**src/rtl/rrfr_pkg.sv**
```systemverilog
// Package for the reader response frame receiver.
// Holds the byte role and frame status codes and the start byte values.
// It has no dependencies.
`default_nettype none

package rrfr_pkg;

  typedef enum logic [2:0] {
    ROLE_NONE     = 3'd0,
    ROLE_START    = 3'd1,
    ROLE_LEN_HIGH = 3'd2,
    ROLE_LEN_LOW  = 3'd3,
    ROLE_STATUS   = 3'd4,
    ROLE_PAYLOAD  = 3'd5,
    ROLE_CHECK    = 3'd6
  } byte_role_t;

  typedef enum logic [2:0] {
    FRAME_BUSY      = 3'd0,
    FRAME_OK        = 3'd1,
    FRAME_CHECK_ERR = 3'd2,
    FRAME_ERROR     = 3'd3,
    FRAME_TIMEOUT   = 3'd4
  } frame_status_t;

  localparam logic [7:0] START_NORMAL = 8'h60;
  localparam logic [7:0] START_ERROR  = 8'hE0;
  localparam logic [7:0] LIMIT_RESET  = 8'd50;

endpackage

`default_nettype wire

```
**src/rtl/reader_response_frame_receiver.sv**
```systemverilog
// Top level of the reader response frame receiver.
// Depends on rrfr_pkg for role and status codes and start byte values.
`default_nettype none

// Takes one poll per request on the slave side: tuser high means the poll
// found no byte, otherwise tdata carries the received byte. Every poll gives
// exactly one result on the master side, in the cycle after it is accepted,
// and a new poll can be taken in every cycle: the frame state and the
// result register update in the same clock, and the slave side stays ready
// while the result register is empty or being emptied. A result carries
// the echoed frame byte, its role and the frame status; a nonzero status
// closes the frame (ok, check mismatch, error frame or timeout). The idle
// poll limit is written through the cfg channel, which is always ready.
module reader_response_frame_receiver
  import rrfr_pkg::*;
(
  input  wire logic       clk,
  input  wire logic       rst,
  input  wire logic       s_tvalid,
  output logic            s_tready,
  input  wire logic [7:0] s_tdata,   // [7:0] rx_byte
  input  wire logic       s_tuser,   // [0] operation
  output logic            m_tvalid,
  input  wire logic       m_tready,
  output logic [7:0]      m_tdata,   // [7:0] byte_out
  output logic [5:0]      m_tuser,   // [2:0] byte_role, [5:3] frame_status
  input  wire logic       cfg_valid,
  output logic            cfg_ready,
  input  wire logic [7:0] cfg_data   // [7:0] idle_poll_limit
);

  typedef enum logic [2:0] {
    PH_HUNT     = 3'd0,
    PH_LEN_HIGH = 3'd1,
    PH_LEN_LOW  = 3'd2,
    PH_STATUS   = 3'd3,
    PH_PAYLOAD  = 3'd4,
    PH_CHECK    = 3'd5
  } phase_t;

  phase_t        phase, phase_next;
  logic [15:0]   bytes_remaining, bytes_remaining_next;
  logic [7:0]    running_xor, running_xor_next;
  logic [7:0]    length_high, length_high_next;
  logic [7:0]    empty_poll_count, empty_poll_count_next;
  logic          error_frame_flag, error_frame_flag_next;
  logic          zero_length_flag, zero_length_flag_next;
  logic [7:0]    idle_poll_limit;

  logic          accept;
  logic [7:0]    echo;
  byte_role_t    role;
  frame_status_t status;
  logic [8:0]    poll_count_inc;
  logic [15:0]   length_full;

  assign s_tready  = !m_tvalid || m_tready;
  assign accept    = s_tvalid && s_tready;
  assign cfg_ready = 1'b1;

  assign poll_count_inc = {1'b0, empty_poll_count} + 9'd1;
  assign length_full    = {length_high, s_tdata};

  always_comb begin
    phase_next            = phase;
    bytes_remaining_next  = bytes_remaining;
    running_xor_next      = running_xor;
    length_high_next      = length_high;
    empty_poll_count_next = empty_poll_count;
    error_frame_flag_next = error_frame_flag;
    zero_length_flag_next = zero_length_flag;
    echo   = 8'd0;
    role   = ROLE_NONE;
    status = FRAME_BUSY;

    if (s_tuser) begin
      // A limit of zero also times out on the first empty poll.
      if (poll_count_inc >= {1'b0, idle_poll_limit}) begin
        status                = FRAME_TIMEOUT;
        empty_poll_count_next = 8'd0;
        phase_next            = PH_HUNT;
      end else begin
        empty_poll_count_next = poll_count_inc[7:0];
      end
    end else begin
      empty_poll_count_next = 8'd0;
      case (phase)
        PH_LEN_HIGH: begin
          echo             = s_tdata;
          role             = ROLE_LEN_HIGH;
          length_high_next = s_tdata;
          running_xor_next = running_xor ^ s_tdata;
          phase_next       = PH_LEN_LOW;
        end
        PH_LEN_LOW: begin
          echo                  = s_tdata;
          role                  = ROLE_LEN_LOW;
          running_xor_next      = running_xor ^ s_tdata;
          bytes_remaining_next  = length_full;
          zero_length_flag_next = (length_full == 16'd0);
          phase_next            = PH_STATUS;
        end
        PH_STATUS: begin
          echo             = s_tdata;
          role             = ROLE_STATUS;
          running_xor_next = running_xor ^ s_tdata;
          phase_next       = (bytes_remaining == 16'd0) ? PH_CHECK : PH_PAYLOAD;
        end
        PH_PAYLOAD: begin
          echo                 = s_tdata;
          role                 = ROLE_PAYLOAD;
          running_xor_next     = running_xor ^ s_tdata;
          bytes_remaining_next = bytes_remaining - 16'd1;
          if (bytes_remaining == 16'd1) begin
            phase_next = PH_CHECK;
          end
        end
        PH_CHECK: begin
          echo = s_tdata;
          role = ROLE_CHECK;
          if (error_frame_flag) begin
            status = FRAME_ERROR;
          end else if (zero_length_flag) begin
            status = FRAME_OK;
          end else begin
            status = (running_xor == s_tdata) ? FRAME_OK : FRAME_CHECK_ERR;
          end
          phase_next = PH_HUNT;
        end
        default: begin
          phase_next = PH_HUNT;
          if (s_tdata == START_NORMAL || s_tdata == START_ERROR) begin
            echo                  = s_tdata;
            role                  = ROLE_START;
            running_xor_next      = s_tdata;
            error_frame_flag_next = (s_tdata == START_ERROR);
            zero_length_flag_next = 1'b0;
            bytes_remaining_next  = 16'd0;
            length_high_next      = 8'd0;
            phase_next            = PH_LEN_HIGH;
          end
        end
      endcase
    end
  end

  always_ff @(posedge clk) begin
    if (rst) begin
      phase            <= PH_HUNT;
      bytes_remaining  <= 16'd0;
      running_xor      <= 8'd0;
      length_high      <= 8'd0;
      empty_poll_count <= 8'd0;
      error_frame_flag <= 1'b0;
      zero_length_flag <= 1'b0;
      idle_poll_limit  <= LIMIT_RESET;
      m_tvalid         <= 1'b0;
    end else begin
      if (cfg_valid && cfg_ready) begin
        idle_poll_limit <= cfg_data;
      end
      if (accept) begin
        phase            <= phase_next;
        bytes_remaining  <= bytes_remaining_next;
        running_xor      <= running_xor_next;
        length_high      <= length_high_next;
        empty_poll_count <= empty_poll_count_next;
        error_frame_flag <= error_frame_flag_next;
        zero_length_flag <= zero_length_flag_next;
        m_tvalid         <= 1'b1;
      end else if (m_tready) begin
        m_tvalid <= 1'b0;
      end
    end
  end

  // Result payload needs no reset; it is qualified by m_tvalid.
  always_ff @(posedge clk) begin
    if (accept) begin
      m_tdata <= echo;
      m_tuser <= {status, role};
    end
  end

endmodule

`default_nettype wire

```
**config.mk**
```make
export PLATFORM = sky130hd
export DESIGN_NAME = reader_response_frame_receiver
export DESIGN_NICKNAME = d
export VERILOG_FILES = /design/src/rtl/rrfr_pkg.sv /design/src/rtl/reader_response_frame_receiver.sv
export SDC_FILE = /design/constraint.sdc
export NUM_CORES = 1
export LEC_CHECK = 0
export ABC_AREA = 1
export ABC_CLOCK_PERIOD_IN_PS = 3750
export BUFFER_PORTS_ARGS = -buffer_cell sky130_fd_sc_hd__buf_2
export CAP_MARGIN = 10
export CORE_UTILIZATION = 60
export DETAILED_ROUTE_END_ITERATION = 16
export HOLD_SLACK_MARGIN = 0.03
export PLACE_DENSITY_LB_ADDON = 0.25
export SYNTH_ARGS = -nofsm -noshare
export SYNTH_HDL_FRONTEND = slang
export SYNTH_SLANG_ARGS = --single-unit
```
**constraint.sdc**
```tcl
create_clock -name clk -period 3.75 [get_ports clk]
set_input_delay 0.75 -clock clk [delete_from_list [all_inputs] [get_ports clk]]
set_output_delay 0.75 -clock clk [all_outputs]
set_load 0.03 [all_outputs]
```
==> results.txt <==
Post-CTS Setup Repair Bufs = 0
Area delta synth->final = 9.57%
WL met3 = 603 um
Total Neg Setup Slack = 0 ns
Min-delay worst type = flop to flop
Fin area = 4110 um2
Share of layout cells above drive strength 1 = 0.129
WHS = 0.466 ns
P_leak = 1.92 nW
Slew HR = 0.418
R2r setup slk = 1.04 ns
Final Cycle Share = 0.724
Crit path launch = empty_poll_count[0]
MaxCap Viol Count = 0
Core Box Area = 5990 um2
Clock H-tree levels = 3
Reg2Reg Depth = 12
Initial antenna violation count = 0
Number of global-route vias before repair = 3263
Initial Util = 0.626
Synthesized flop and latch total = 68
Hold Crit Endpoint = running_xor[4]
Num ports = 39
CTS Hold Buffers Added = 0
R2r endpoint = empty_poll_count[6]
Critical path capture point type = flop
Syn avg cell area = 7.31 um2
Synth Cell Area = 3750 um2
CP Class = flop to flop
Tmin final = 2.71 ns
Layout Utilization = 0.686
Number of buffers added on ports = 37
Final setup violation count = 0
Pwr/cell area = 411 nW/um2
First-pass GRT wire length = 15000 um
Outcome = completed
Die ar. = 6570 um2
Hold_sp = running_xor[4]
Die H = 81.1 um
Clock Latency Late Sink = 0.35 ns
CTS Sinks = 68
Register area share after synthesis = 0.400
Highest Signal Layer = met4
Max FO, Critical Path = 8
Die W = 81.1 um
Worst r2r src = empty_poll_count[0]
Highest ir drop seen on vdd = 235 uV
Final Power = 1.69 mW
Initial DRT Pass Iterations = 5
F_max = 369 MHz
NumNets Final = 581
Clock-pin slew on the worst setup and hold paths = 0.07 ns
Post-CTS resize count = 0
ANT nets after route = 0
WL/cell = 14.8 um
Syn Nets = 547
Cells after Synth = 513
Via count = 3549
CTS root buffer = clkbuf_8
Actual slew at the worst max-slew pin = 0.872 ns
Final Max Tran Viols = 0
Drc violations = 0
Worst EP required = 4.02 ns
DRT Wirelength = 9270 um
Post-DP HPWL = 6570 um
Critical path arrival = 2.99 ns
Final hold vios = 0
N_diodes = 0
CP startpoint kind = flop
GP Congestion = 0.913
TritonCTS Buffers = 9
Area after DPL = 3930 um2
Synth warnings = 0
WL met1 = 3840 um
Total GRT Usage = 0.304
RSZ-0062 raised after global routing = false
Total grt overflow = 0
Layout Skew = 0.0124 ns
Vias per cell = 5.66
Library cells used by synthesis = 40
1st-iter DRT viols = 376
Max clock buf depth = 2
# rows = 28
CTS tree = done
Hold path cells = 2
Pin count of the biggest net entering global routing = 29
WL met2 = 4520 um
flip-flops by register name, summed over array words and instances, names as in the netlist:
register and count:
m_tvalid 1, bytes_remaining 16, length_high 8, m_tuser 6, m_tdata 8, zero_length_flag 1
phase 3, empty_poll_count 8, idle_poll_limit 8, running_xor 8, error_frame_flag 1
layer usage:
metal	GRT usage	up-vias
met1	0.361	1620
met4	0.141	0
met3	0.0674	27
met2	0.521	156
met5	0	-
li1	-	1746
power by group:
| group | switching, mW | internal (mW) |
|---|---|---|
| Combinational | 0.217 | 0.0924 |
| Clock | 0.273 | 0.306 |
| Sequential | 0.0204 | 0.781 |
| Total | 0.510 | 1.18 |
cells in the mapped netlist (all sizes together):
cell type  number  area [um2]
a211oi          3        22.5
a21oi          48         240
a22oi           8        60.1
a31oi           2        12.5
and2            1        6.26
buf             8        76.3
clkbuf          6        22.5
clkinv          1        3.75
conb            1        3.75
dfxtp          54        1080
edfxtp         14         420
ha             12         150
inv            75         282
nand2          86         335
nand3          13        95.1
nand4           3        25.0
nor2           82         328
nor3           12        71.3
nor3b           1        7.51
nor4            4        25.0
o21a            2        15.0
o21ai          56         295
o21bai          1        7.51
o22ai           3        18.8
o31ai           2        15.0
xnor2           3        26.3
xor2           12         105
cell families (layout without fill, tap and decap cells):
kind of cell,Yosys count,count (layout),synth area share
AOI/OAI and AO/OA,125,125,0.183
xor gates and xnor gates,15,15,0.0350
adders and majority gates,12,12,0.0400
buffers and inverters,90,129,0.102
DFF,68,68,0.400
other,1,1,0.00100
and+or+nand+nor,202,202,0.238
placed cells by master (no fill, tap or decap), types with 4 or more instances in the layout:
cell type,Yosys,routed
nor3_1,11,11
ha_1,12,12
edfxtp_1,14,14
buf_2,1,37
clkbuf_1,6,4
nor4_1,4,4
inv_1,71,71
a21oi_1,48,48
nor2_2,5,5
o21ai_0,47,47
dfxtp_1,54,54
nand2_1,81,81
nor2_1,76,76
a22oi_1,8,8
clkbuf_8,0,9
o21ai_1,7,7
inv_2,4,4
nand3_1,10,10
xor2_1,12,12
nand2_2,5,5
metrics by stage:
| step | worst slack, ns | std cells |
|---|---|---|
| 5_1_grt | 0.756 | 627 |
| 2_1_floorplan | 1.67 | 513 |
| 6_report | 1.04 | 627 |
| 3_5_place_dp | 1.11 | 611 |
| 3_3_place_gp | 1.22 | 611 |
| 4_1_cts | 1.08 | 627 |
worst max-delay path, cell delays in order (launching register included):
cell and delay, ns:
dfxtp_1 0.39, ha_1 0.20, nand3_1 0.13, nor2_1 0.20, xor2_1 0.25, ha_1 0.29
a21oi_1 0.14, nand2_1 0.09, nand2_1 0.11, nand2_1 0.09, nor2_1 0.49, nand2_1 0.10
a21oi_1 0.15
worst max-delay path by stage:
stage,slack (ns),to
after floorplan,1.67,empty_poll_count[7]
after global placement,1.22,empty_poll_count[4]
after detailed placement,1.11,empty_poll_count[5]
after CTS,1.08,empty_poll_count[5]
after global routing,0.76,empty_poll_count[5]
final,1.04,empty_poll_count[6]
final cells by class:
| cell class | count | area (um2) |
|---|---|---|
| Sequential cell | 68 | 1500 |
| Tap cell | 75 | 93.8 |
| Multi-Input combinational cell | 355 | 1870 |
| Fill cell | 521 | 1880 |
| Timing Repair Buffer | 37 | 185 |
| Clock buffer | 13 | 139 |
| Clock inverter | 3 | 40.0 |
| Inverter | 76 | 285 |
Note: power is estimated with default switching activity, not from simulation.
